--- config.mk ---
export PLATFORM = sky130hd
export DESIGN_NAME = last_n_events_frequency_meter_core
export DESIGN_NICKNAME = d
export VERILOG_FILES = /design/src/design/lnefm_pkg.sv /design/src/design/last_n_events_frequency_meter_core.sv
export SDC_FILE = /design/constraint.sdc
export NUM_CORES = 1
export LEC_CHECK = 0
export BUFFER_PORTS_ARGS = -buffer_cell sky130_fd_sc_hd__clkbuf_2
export CAP_MARGIN = 30
export CORE_MARGIN = 2
export CORE_UTILIZATION = 40
export CTS_BUF_LIST = sky130_fd_sc_hd__clkbuf_8
export CTS_CLUSTER_SIZE = 10
export DETAILED_ROUTE_END_ITERATION = 12
export SLEW_MARGIN = 20
export SYNTH_ARGS = -nofsm -noshare
export SYNTH_HDL_FRONTEND = slang
export SYNTH_SLANG_ARGS = --single-unit
export TNS_END_PERCENT = 20
--- constraint.sdc ---
create_clock -name clk -period 10.85 [get_ports clk]
set_clock_uncertainty 0.15 [all_clocks]
set_input_delay 1.085 -clock clk [delete_from_list [all_inputs] [get_ports clk]]
set_output_delay 1.085 -clock clk [all_outputs]
set_load 0.03 [all_outputs]
--- src/design/lnefm_pkg.sv ---
package lnefm_pkg;

  // Field widths of one item.
  localparam int TIME_W      = 32;
  localparam int RATE_W      = 48;
  localparam int PERIOD_W    = 40;
  localparam int RATE_FRAC   = 32;
  localparam int PERIOD_FRAC = 8;

  // Output stream packing: rate, then period, which together fill whole bytes.
  localparam int OUT_DATA_W  = 88;

  typedef logic [TIME_W-1:0]   stamp_t;
  typedef logic [RATE_W-1:0]   rate_t;
  typedef logic [PERIOD_W-1:0] period_t;

endpackage

--- src/design/last_n_events_frequency_meter_core.sv ---
// An accepted input item goes through the load state, DIV_N division steps and the
// done state, which waits for a free output, before m_tvalid is set. DIV_N is
// max(40, 32 + clog2(WINDOW)), the length of the bit-serial division in two restoring
// dividers that retire one quotient bit per cycle side by side; new items wait for idle.
// Reset clears the write pointer, the ring fill flag and the output valid; the
// timestamp ring itself is not cleared, and entries never written read as zero.
module last_n_events_frequency_meter_core #(
  parameter int WINDOW = 16
) (
  input  logic                              clk,
  input  logic                              rst,
  input  logic                              s_tvalid,
  output logic                              s_tready,
  // [31:0] event_time
  input  logic [lnefm_pkg::TIME_W-1:0]      s_tdata,
  output logic                              m_tvalid,
  input  logic                              m_tready,
  // [47:0] rate_fixed, [87:48] period_fixed
  output logic [lnefm_pkg::OUT_DATA_W-1:0]  m_tdata,
  // [0] zero_span
  output logic [0:0]                        m_tuser
);

  localparam int SLOT_W  = (WINDOW > 2) ? $clog2(WINDOW) : 1;
  localparam int GAP_W   = SLOT_W;
  localparam int RATE_DW = lnefm_pkg::TIME_W + GAP_W;
  localparam int DIV_N   = (RATE_DW > lnefm_pkg::PERIOD_W) ? RATE_DW : lnefm_pkg::PERIOD_W;
  localparam int CNT_W   = $clog2(DIV_N);
  localparam int T_W     = lnefm_pkg::TIME_W;

  localparam logic [GAP_W-1:0]  GAPS      = GAP_W'(WINDOW - 1);
  localparam logic [SLOT_W-1:0] SLOT_LAST = SLOT_W'(WINDOW - 1);
  localparam logic [CNT_W-1:0]  CNT_LAST  = CNT_W'(DIV_N - 1);

  localparam logic [1:0] ST_IDLE = 2'd0;
  localparam logic [1:0] ST_LOAD = 2'd1;
  localparam logic [1:0] ST_DIV  = 2'd2;
  localparam logic [1:0] ST_DONE = 2'd3;

  logic [1:0]              state;
  logic [SLOT_W-1:0]       slot;
  logic                    full;
  logic                    oldest_valid;
  lnefm_pkg::stamp_t       ring [WINDOW];
  lnefm_pkg::stamp_t       oldest;
  lnefm_pkg::stamp_t       newest;
  lnefm_pkg::stamp_t       span;
  lnefm_pkg::stamp_t       divisor;
  logic                    zero;
  logic [CNT_W-1:0]        cnt;

  logic [DIV_N-1:0]        rate_d;
  lnefm_pkg::stamp_t       rate_r;
  logic [T_W:0]            rate_shift;
  logic [T_W:0]            rate_diff;
  logic [DIV_N-1:0]        per_d;
  logic [GAP_W-1:0]        per_r;
  logic [GAP_W:0]          per_shift;
  logic [GAP_W:0]          per_diff;

  logic [SLOT_W-1:0]       slot_next;
  logic                    in_accept;
  logic                    out_free;

  assign s_tready  = (state == ST_IDLE);
  assign in_accept = s_tvalid && s_tready;
  assign out_free  = !m_tvalid || m_tready;
  assign slot_next = (slot == SLOT_LAST) ? '0 : slot + SLOT_W'(1);

  // The oldest entry is the one after the slot just written. It holds real
  // data once the ring has wrapped, or when it is slot zero (always written first).
  always_ff @(posedge clk) begin
    if (in_accept) begin
      ring[slot] <= s_tdata;
      oldest     <= ring[slot_next];
      newest     <= s_tdata;
    end
  end

  assign span = newest - (oldest_valid ? oldest : '0);

  // One restoring step per cycle in each divider.
  assign rate_shift = {rate_r, rate_d[DIV_N-1]};
  assign rate_diff  = rate_shift - {1'b0, divisor};
  assign per_shift  = {per_r, per_d[DIV_N-1]};
  assign per_diff   = per_shift - {1'b0, GAPS};

  always_ff @(posedge clk) begin
    case (state)
      ST_LOAD: begin
        divisor <= span;
        zero    <= (span == '0);
        rate_d  <= DIV_N'(GAPS) << lnefm_pkg::RATE_FRAC;
        rate_r  <= '0;
        per_d   <= DIV_N'(span) << lnefm_pkg::PERIOD_FRAC;
        per_r   <= '0;
      end
      ST_DIV: begin
        if (!rate_diff[T_W]) begin
          rate_r <= rate_diff[T_W-1:0];
          rate_d <= {rate_d[DIV_N-2:0], 1'b1};
        end else begin
          rate_r <= rate_shift[T_W-1:0];
          rate_d <= {rate_d[DIV_N-2:0], 1'b0};
        end
        if (!per_diff[GAP_W]) begin
          per_r <= per_diff[GAP_W-1:0];
          per_d <= {per_d[DIV_N-2:0], 1'b1};
        end else begin
          per_r <= per_shift[GAP_W-1:0];
          per_d <= {per_d[DIV_N-2:0], 1'b0};
        end
      end
      default: begin
      end
    endcase
  end

  always_ff @(posedge clk) begin
    if (state == ST_DONE && out_free) begin
      m_tdata[lnefm_pkg::RATE_W-1:0] <= zero ? '1 : lnefm_pkg::RATE_W'(rate_d);
      m_tdata[lnefm_pkg::OUT_DATA_W-1:lnefm_pkg::RATE_W] <=
        (lnefm_pkg::OUT_DATA_W - lnefm_pkg::RATE_W)'(lnefm_pkg::PERIOD_W'(per_d));
      m_tuser <= zero;
    end
  end

  always_ff @(posedge clk) begin
    if (rst) begin
      state        <= ST_IDLE;
      slot         <= '0;
      full         <= 1'b0;
      oldest_valid <= 1'b0;
      cnt          <= '0;
      m_tvalid     <= 1'b0;
    end else begin
      // In the done state the valid is set below whenever the output is free.
      if (m_tready && state != ST_DONE) begin
        m_tvalid <= 1'b0;
      end
      case (state)
        ST_IDLE: begin
          if (in_accept) begin
            oldest_valid <= full || (slot == SLOT_LAST);
            if (slot == SLOT_LAST) begin
              full <= 1'b1;
            end
            slot  <= slot_next;
            state <= ST_LOAD;
          end
        end
        ST_LOAD: begin
          cnt   <= '0;
          state <= ST_DIV;
        end
        ST_DIV: begin
          cnt <= cnt + CNT_W'(1);
          if (cnt == CNT_LAST) begin
            state <= ST_DONE;
          end
        end
        ST_DONE: begin
          if (out_free) begin
            m_tvalid <= 1'b1;
            state    <= ST_IDLE;
          end
        end
        default: begin
          state <= ST_IDLE;
        end
      endcase
    end
  end

  a_accept_starts_work: assert property (@(posedge clk) disable iff (rst)
    in_accept |=> state == ST_LOAD)
    else $error("accepted item did not start the ring read");

  a_zero_span_result: assert property (@(posedge clk) disable iff (rst)
    m_tvalid && m_tuser[0] |->
      m_tdata[lnefm_pkg::RATE_W-1:0] == '1 &&
      m_tdata[lnefm_pkg::RATE_W+lnefm_pkg::PERIOD_W-1:lnefm_pkg::RATE_W] == '0)
    else $error("zero span result not saturated");

  a_full_sticks: assert property (@(posedge clk) disable iff (rst)
    full |=> full)
    else $error("ring fill flag dropped");

  a_result_waits: assert property (@(posedge clk) disable iff (rst)
    state == ST_DONE && m_tvalid && !m_tready |=> state == ST_DONE)
    else $error("finished result overran a pending output item");

endmodule
-- Yosys cells after proc, flatten, opt, wreduce, memory -nomap -nowiden
Memories as Yosys holds them, arrays and structs flattened. A register that Yosys moved wholly into a read port is not among the register bits.
Index checks and enable logic that the tools add are counted.
- flip-flop bits (word level): 285
- output and inout bits: 91
- logic and storage cells: 64
- memory bits (writable): 512
- memories kept: 1
- bits of input ports: 36
- memory list (memory ; depth ; width ; rd ports ; clocked after Yosys merged registers in ; write ports ; RTL line ; RTL):
    ring ; 16 ; 32 ; 1 ; 1 ; 1 ; last_n_events_frequency_meter_core.sv:44 ; lnefm_pkg::stamp_t ring [WINDOW];
- reductions and logical operators: 12
- mux-type cells: 21
- eq/ne operators: 9
- add/sub/neg operators: 5
- operators with widths (kind ; number):
    $pmux 40 s2 ; 2
    $mux 32 ; 2
    $pmux 32 s2 ; 1
    $mux 48 ; 1
    $sub 33x32->33 ; 1
    $logic_not 32->1 ; 1
    $sub 32x32->32 ; 1
    $pmux 6 s2 ; 1
    $mux 4 ; 2
    $pmux 2 s4 ; 1
    $pmux 4 s2 ; 1
    $mux 1 ; 7
    $add 6x1->6 const B ; 1
    $eq 6x6->1 const B ; 1
    $mux 2 ; 3
    $ne 2x2->1 const B ; 3
    $reduce_and 3->1 ; 2
    $sub 5x4->5 const B ; 1
    $add 4x1->4 const B ; 1
    $eq 2x2->1 const B ; 2
    $eq 4x4->1 const B ; 1
    $logic_and 1x1->1 ; 3
    $eq 2x1->1 const B ; 1
    $logic_not 2->1 ; 1
    other kinds (5) ; 6

-- Longest topological paths before layout
Gate-level depths: netlist (run 1).
- depth after elaboration: 5
- gate-level depth with buffers: 14
- depth with buffers taken out: 12

-- Worst setup path before layout (run 1)
No wires, ideal clock.
- path kind: in2reg
- from: input port m_tready
- to: register m_tdata[0] (netlist name) (enable)
- required time: 10.169 ns
- setup time: 0.531 ns
- stages: 2
- path buffers: 0
- slack: 5.424 ns
- arrival: 4.745 ns
- cell sequence: nor2b_1 -> nor2b_1
- cells in the longest elaborated chain, start to end: 2
- RTL lines (item ; RTL line ; RTL):
    start: declaration ; last_n_events_frequency_meter_core.sv:17 ; input logic m_tready,
    $logic_or 1x1->1 ; last_n_events_frequency_meter_core.sv:67 ; assign out_free = !m_tvalid || m_tready;
    $logic_and 1x1->1 ; last_n_events_frequency_meter_core.sv:120 ; if (state == ST_DONE && out_free) begin
    end signal: indexed assignment ; last_n_events_frequency_meter_core.sv:121 ; m_tdata[lnefm_pkg::RATE_W-1:0] <= zero ? '1 : lnefm_pkg::RATE_W'(rate_d);
    end signal: indexed assignment ; last_n_events_frequency_meter_core.sv:122 ; m_tdata[lnefm_pkg::OUT_DATA_W-1:lnefm_pkg::RATE_W] <=
    end: declaration ; last_n_events_frequency_meter_core.sv:19 ; output logic [lnefm_pkg::OUT_DATA_W-1:0] m_tdata,
Every way passes these cells.
A chain may end at the register's enable or synchronous reset.

-- Worst setup path after layout (run 1)
- from: register oldest_valid
- to: register zero (data pin)
- cells in the longest elaborated chain, start to end: 3
- RTL lines (item ; RTL line ; RTL):
    start: declaration ; last_n_events_frequency_meter_core.sv:43 ; logic oldest_valid;
    start signal: assignment ; last_n_events_frequency_meter_core.sv:144 ; oldest_valid <= full || (slot == SLOT_LAST);
    $mux 32 ; last_n_events_frequency_meter_core.sv:80 ; assign span = newest - (oldest_valid ? oldest : '0);
    $sub 32x32->32 ; last_n_events_frequency_meter_core.sv:80 ;
    via span[27] ; last_n_events_frequency_meter_core.sv:47 ; lnefm_pkg::stamp_t span;
    $logic_not 32->1 ; last_n_events_frequency_meter_core.sv:92 ; zero <= (span == '0);
    end signal: assignment ; last_n_events_frequency_meter_core.sv:92 ;
    end: declaration ; last_n_events_frequency_meter_core.sv:49 ; logic zero;
The timed path passes the listed nets, and every way through them passes these cells.

==> flow_summary.toml, run 1 <==
[clocking]
cts-root-buf = "sky130_fd_sc_hd__clkbuf_8"
cts_tree = "done"
quantity_of_gates_resized_following_cts = 0
clk_path_buf_depth = 3
path_clk_slew_ns = 0.06
cts_hold_buf = 0
clk_latency_ns = 0.79
cts_buffers = 138
number_of_post_cts_setup_repair_buffers = 0
cts-htree-levels = 4
clock_sink_count = 821

[setup_path]
worst-r2r-cell-count = 12
regToRegSetupSlack_ns = 6.61
critPathMaxFanout = 33
critical_path.reg2reg.endpoint = "zero"
critical_path.endpoint_type = "flip-flop"
timing.critical_path.arrival_ns = 4.70
crit_type = "reg -> reg"
cp_data_required_time_ns = 11.31
timing.critical_path.from = "oldest_valid"
regToRegStartpoint = "oldest_valid"
crit_path_start_kind = "flip-flop"
worstSetupEndpoint = "zero"

[route]
ant_nets = 0
drcViolationCount = 0
drt_first_pass_iters = 5
dr_total_vias = 18500
wl_per_cell_um = 21.1
detailedRoute.firstIterationViolations = 1299
viasPerCell = 5.28
finalWirelength_um = 73900

[layout]
nNetsFinal = 2362
layout-drive-gt1-share_pct = 25.1
final_core_occ_pct = 46.2
most-common-layout-cells = "806 x sky130_fd_sc_hd__edfxtp_1, 160 x sky130_fd_sc_hd__mux4_2, 144 x sky130_fd_sc_hd__clkbuf_8"
mostFrequentLayoutCell = "sky130_fd_sc_hd__edfxtp_1"
area_growth_syn_to_layout_pct = 14.1
final_cell_area_um2 = 39500

[floorplanning]
ios = 127
die_height_um = 298
die_width_um = 298
dieArea_um2 = 89000
initial_utilization_pct = 40.5
coreArea_um2 = 85500
fp-row-count = 107

[global_route]
antenna_found_initial = 3
grt_pass1_wl_um = 115000
global_route.usage.total_pct = 16.8
grt_remaining_overflow = 0
grt_pass1_vias = 19400
maximum_number_of_pins_on_one_net_before_global_route_repair = 105

[synth]
yosys_warnings = 0
post_synth_instance_area_um2 = 34600
post_synth_num_cell_types = 75
syn_avg_cell_area_um2 = 17.1
synth-edff-count = 806
synth_cells = 2031
synth-main-ff-cell = "sky130_fd_sc_hd__edfxtp_1"
synth_seq_cells = 821
synth.yosys.seq_area_share_pct = 70.7
synthesis.nets = 2145
share_of_synthesized_registers_carrying_an_async_set_or_reset_pct = 0

[timing]
max_freq_mhz = 236
setup_tns_ns = 0
slew-limit-headroom_pct = 37.1
slew_of_the_pin_with_the_lowest_slew_margin_ns = 0.944
fin_crit_ns = 4.24
final-max-slew-violation-count = 0
finalHoldViolations = 0
min_period_over_period_pct = 39.0
finalSetupViolCount = 0
grt_setup_unrepaired = "false"
smallest_setup_slack_after_layout_ns = 6.61

[power_and_ir_drop]
power_frac_clock_pct = 24.5
p_switching_uw = 3680
p_seq_share_pct = 42.0
power.density_cell_area_nw_per_um2 = 273
switching_share_pct = 34.1
internal_power_uw = 7120
p_comb_share_pct = 33.5
max-vdd-ir-drop_uv = 186
cellLeakagePower_uw = 0.0137

[min_path]
hold_path.class = "reg -> reg"
number_of_cells_traversed_by_the_worst_hold_path = 0

[outcome]
status = "complete, no violations"

[run]
max-cap-violations = 0

[place]
place.port_buffers = 126
placed_cell_area_um2 = 36800
gp_congestion = 0.877
hpwl_um = 45300
dp_slack_ns = 6.57
[area by class of cell]
class,instances,area (um2)
Fill cell,7356,46000
Multi-Input combinational cell,1052,9680
Clock inverter,105,682
Sequential cell,821,24500
Inverter,73,274
Clock buffer,144,1980
Antenna cell,1,2.50
Tap cell,1144,1430
Timing Repair Buffer,162,966
[registers in the layout, indices dropped and copies added (netlist names)]
register,flops
divisor,32
zero,1
full,1
m_tdata,81
per_d,40
newest,32
cnt,6
m_tvalid,1
oldest,32
per_r,4
rate_r,32
state,2
slot,4
rate_d,40
ring,512
oldest_valid,1
[power by group through the flow]
| stage | Clock, uW | Sequential [uW] | Combinational, uW |
|---|---|---|---|
| after floorplan | 0 | 4580 | 2680 |
| after global placement | 0 | 4590 | 3580 |
| after detailed placement | 0 | 4600 | 3640 |
| after CTS | 2720 | 4540 | 3660 |
| after global routing | 2860 | 4590 | 4010 |
| final | 2640 | 4540 | 3620 |
[layer usage]
metal | track usage [%] | up-vias | wire [um]
met4 | 5.52 | 4 | 1620
met1 | 22.1 | 9464 | 31900
li1 | - | 8449 | -
met3 | 3.61 | 120 | 3870
met5 | 0 | - | 16
met2 | 27.9 | 461 | 36500
[through the flow]
step / hold WS, ns / cells / total power (uW)
2_1_floorplan: 0.268 / 2031 / 7260
3_3_place_gp: 0.284 / 3248 / 8170
3_5_place_dp: 0.281 / 3251 / 8240
4_1_cts: 0.287 / 3500 / 10900
5_1_grt: 0.306 / 3502 / 11500
6_report: 0.292 / 3502 / 10800
[cells in the mapped netlist, drive strengths merged (3+ instances only)]
cell	n	area share [%]
a211o	4	0.10
buf	29	0.45
nor2	94	1.0
o21ai	53	0.78
nor2b	16	0.29
a31oi	12	0.22
nand3	26	0.38
o21a	10	0.22
mux2i	27	0.78
clkbuf	56	0.61
o211ai	6	0.13
nor4	8	0.16
and2	59	1.1
and4	5	0.13
nand4	12	0.22
o211a	4	0.12
dfxtp	15	0.87
mux4	160	10
a22oi	4	0.087
xnor2	31	0.78
a211oi	14	0.32
nor3	22	0.32
o21bai	8	0.17
a2111oi	5	0.13
a21o	34	0.74
nand2	123	1.3
nand2b	18	0.33
inv	72	0.78
xor2	20	0.51
mux2	11	0.36
and3	16	0.29
or2	44	0.79
nand4b	3	0.076
a21boi	6	0.13
or3	8	0.16
and3b	3	0.076
o31ai	9	0.20
ha	76	2.7
a221oi	3	0.076
a21oi	65	0.94
edfxtp	806	70
o22ai	3	0.054
[how the worst min path moves through the flow]
stage	start	end	slack (ns)
floorplan	per_d[0]	m_tdata[48]	0.27
global placement	per_d[1]	m_tdata[49]	0.28
detailed placement	per_d[1]	m_tdata[49]	0.28
CTS	per_d[26]	m_tdata[74]	0.29
global route	per_d[38]	m_tdata[86]	0.31
finish	per_d[1]	m_tdata[49]	0.29
[cells by family (layout without fill, tap and decap cells)]
family | Yosys count | after routing | synth area share (%)
AO/OA/AOI/OAI | 258 | 258 | 4.86
XOR/XNOR | 51 | 51 | 1.29
adder cells (fa/ha/maj) | 78 | 78 | 2.86
buffers and inverters | 158 | 484 | 1.85
flip-flops | 821 | 821 | 70.7
multiplexers | 198 | 198 | 11.5
other | 0 | 1 | 0
AND/OR/NAND/NOR | 467 | 467 | 6.87
[critical path: stages, from the launching register on]
cell and delay, ns:
sky130_fd_sc_hd__dfxtp_1 0.30, sky130_fd_sc_hd__buf_4 0.34, sky130_fd_sc_hd__nand2_1 0.18, sky130_fd_sc_hd__ha_1 0.43
sky130_fd_sc_hd__a21oi_1 0.26, sky130_fd_sc_hd__o21ai_1 0.21, sky130_fd_sc_hd__or3_1 0.39, sky130_fd_sc_hd__o21ai_1 0.30
sky130_fd_sc_hd__a31oi_1 0.17, sky130_fd_sc_hd__a211o_1 0.34, sky130_fd_sc_hd__xor2_1 0.19, sky130_fd_sc_hd__or4b_1 0.55
sky130_fd_sc_hd__nor4_2 0.23
Power figures use the tool's default switching activity.
==> run 2, diff against run 1 <==
==> constraint.sdc (replaced) <==
create_clock -name clk -period 3.6 [get_ports clk]
set_clock_uncertainty 0.15 [all_clocks]
set_input_delay 0.36 -clock clk [delete_from_list [all_inputs] [get_ports clk]]
set_output_delay 0.36 -clock clk [all_outputs]
set_load 0.03 [all_outputs]
==> run 2 against run 1 <==
  * Sequential power increased to 3.0 times the previous value
  * Largest cell class unchanged
  * Setup slack got worse by 6.5 ns
  * Wire length increased by 4.4%
  * Critical endpoint unchanged
  * Non-clock buffer count increased by 129
  * Cell count increased by 3.6%
==> flow_summary.toml, run 2 (synthesis gave the netlist of run 1 again) <==
[route]
wl_per_cell_um = 21.3
viasPerCell = 5.26
dr_total_vias = 19100
drcViolationCount = 0
drt_first_pass_iters = 5
ant_nets = 0
finalWirelength_um = 77100
detailedRoute.firstIterationViolations = 1451

[place]
placed_cells = 3341
gp_congestion = 0.888
place.port_buffers = 126
hpwl_um = 47000

[setup_path]
crit_type = "reg -> reg"
critPathTopFamily = "simple AND/OR/NAND/NOR gates"
timing.critical_path.arrival_ns = 3.93
critPathMaxFanout = 8
critical_path.max_stage_delay_ns = 0.54
cp_data_required_time_ns = 4.04
cp_slowest_cell = "sky130_fd_sc_hd__or4b_4"
crit_path_start_kind = "flip-flop"
critical_path.cell_chain = "buf_6, nand2_2, ha_4, a211o_1, and2_4, o211a_1, a211o_1, or3_4, a211oi_2, nand4_1, or4b_4, nor4_2"
critical-path-top-cell-by-count = "sky130_fd_sc_hd__a211o_1"
worstPathBufferInverterCount = 1
critical_path.endpoint_type = "flip-flop"

[timing]
max_freq_mhz = 287
min_period_over_period_pct = 96.9
final-max-slew-violation-count = 0
slew-limit-headroom_pct = 39.2
finalSetupViolCount = 0
grt_setup_unrepaired = "true"
fin_worst_hold_slack_ns = 0.294
fin_crit_ns = 3.49
finalHoldViolations = 0
slew_of_the_pin_with_the_lowest_slew_margin_ns = 0.908

[clocking]
clk_path_buf_depth = 3
cts_tree = "done"
cts_buffers = 137
path_clk_slew_ns = 0.06
clk_latency_ns = 0.78
clock_sink_count = 821
cts-root-buf = "sky130_fd_sc_hd__clkbuf_8"
cts-htree-levels = 4

[global_route]
global_route.usage.total_pct = 17.4
antenna_found_initial = 7
grt_pass1_wl_um = 117000
maximum_number_of_pins_on_one_net_before_global_route_repair = 64
grt_remaining_overflow = 0
grt_pass1_vias = 19700

[layout]
nNetsFinal = 2490
largest_reg_flops = 512
most-common-layout-cells = "806 x sky130_fd_sc_hd__edfxtp_1, 160 x sky130_fd_sc_hd__mux4_2, 139 x sky130_fd_sc_hd__clkbuf_8"
layout-drive-gt1-share_pct = 27.6
finalNonFillerCells = 3629
mostFrequentLayoutCell = "sky130_fd_sc_hd__edfxtp_1"
area_growth_syn_to_layout_pct = 18.0
registers.top_by_ff_count = "ring"
layout_top_registers = "ring: 512 flops, m_tdata: 81 flops"

[power_and_ir_drop]
power.density_cell_area_nw_per_um2 = 817
cellLeakagePower_uw = 0.0143
max-vdd-ir-drop_uv = 508

[floorplanning]
fp-row-count = 107
initial_utilization_pct = 40.5
die_width_um = 298
die_height_um = 298
ios = 127
coreArea_um2 = 85500
dieArea_um2 = 89000

[min_path]
hold_path.class = "reg -> reg"

[outcome]
status = "complete, no violations"

[run]
max-cap-violations = 0
==> run 2: path summary, 6_finish.rpt <==
path,from,end,slack (ns),cells past startpoint
worst max-delay path,oldest_valid,zero,0.11,12
worst min-delay path,per_d[5],m_tdata[53],0.29,0
worst max register to register,oldest_valid,zero,0.11,12
worst min register to register,per_d[5],m_tdata[53],0.29,0
==> run 2: metal layers <==
metal | part of all wire [%] | vias up | GRT usage [%] | wire (um)
met2 | 50 | 507 | 29.8 | 38800
met4 | 2.0 | 6 | 5.28 | 1550
met5 | 0.053 | - | 0 | 41
met1 | 43 | 9726 | 22.4 | 32800
met3 | 5.0 | 138 | 3.59 | 3890
li1 | - | 8716 | - | -
==> run 2: stage by stage <==
step / power (uW) / TNS (ns) / setup slack (ns) / area, um2 / utilization (%)
floorplan: 21600 / -106.22 / -0.503 / 34700 / -
global placement: 25700 / -0.0217 / -0.0217 / 37900 / 44.2
detailed placement: 26000 / -0.0902 / -0.0902 / 37900 / 44.3
CTS: 33700 / 0 / 0.0257 / 40700 / 47.6
global route: 35400 / -0.0628 / -0.0628 / 40900 / 47.8
finish: 33400 / 0 / 0.110 / 40900 / 47.8
==> run 2: cell type report <==
class	instances	area, um2
inverters	73	275
flip-flops and latches	821	24500
clock inverters	106	572
well taps	1144	1430
repair buffers	291	2350
clock buffers	139	1910
fillers	7244	44700
multi-input cells	1052	9820
diodes	3	7.51
==> run 2: timing repair <==
action                                  4_1_cts  5_1_grt
endpoints found under the hold margin       560        0
resized for setup                             5       24
hold buffers                                 37        0
setup buffers                                 0        3
endpoints found under the setup margin        1       27
pin swaps                                     0       13
==> run 2: power breakdown <==
group	switching, uW	leakage (uW)	internal [uW]	total (uW)
logic	6820	0.00539	5450	12300
clock network	3720	0.00143	3790	7510
registers	729	0.00750	12900	13600
total	11300	0.0143	22100	33400
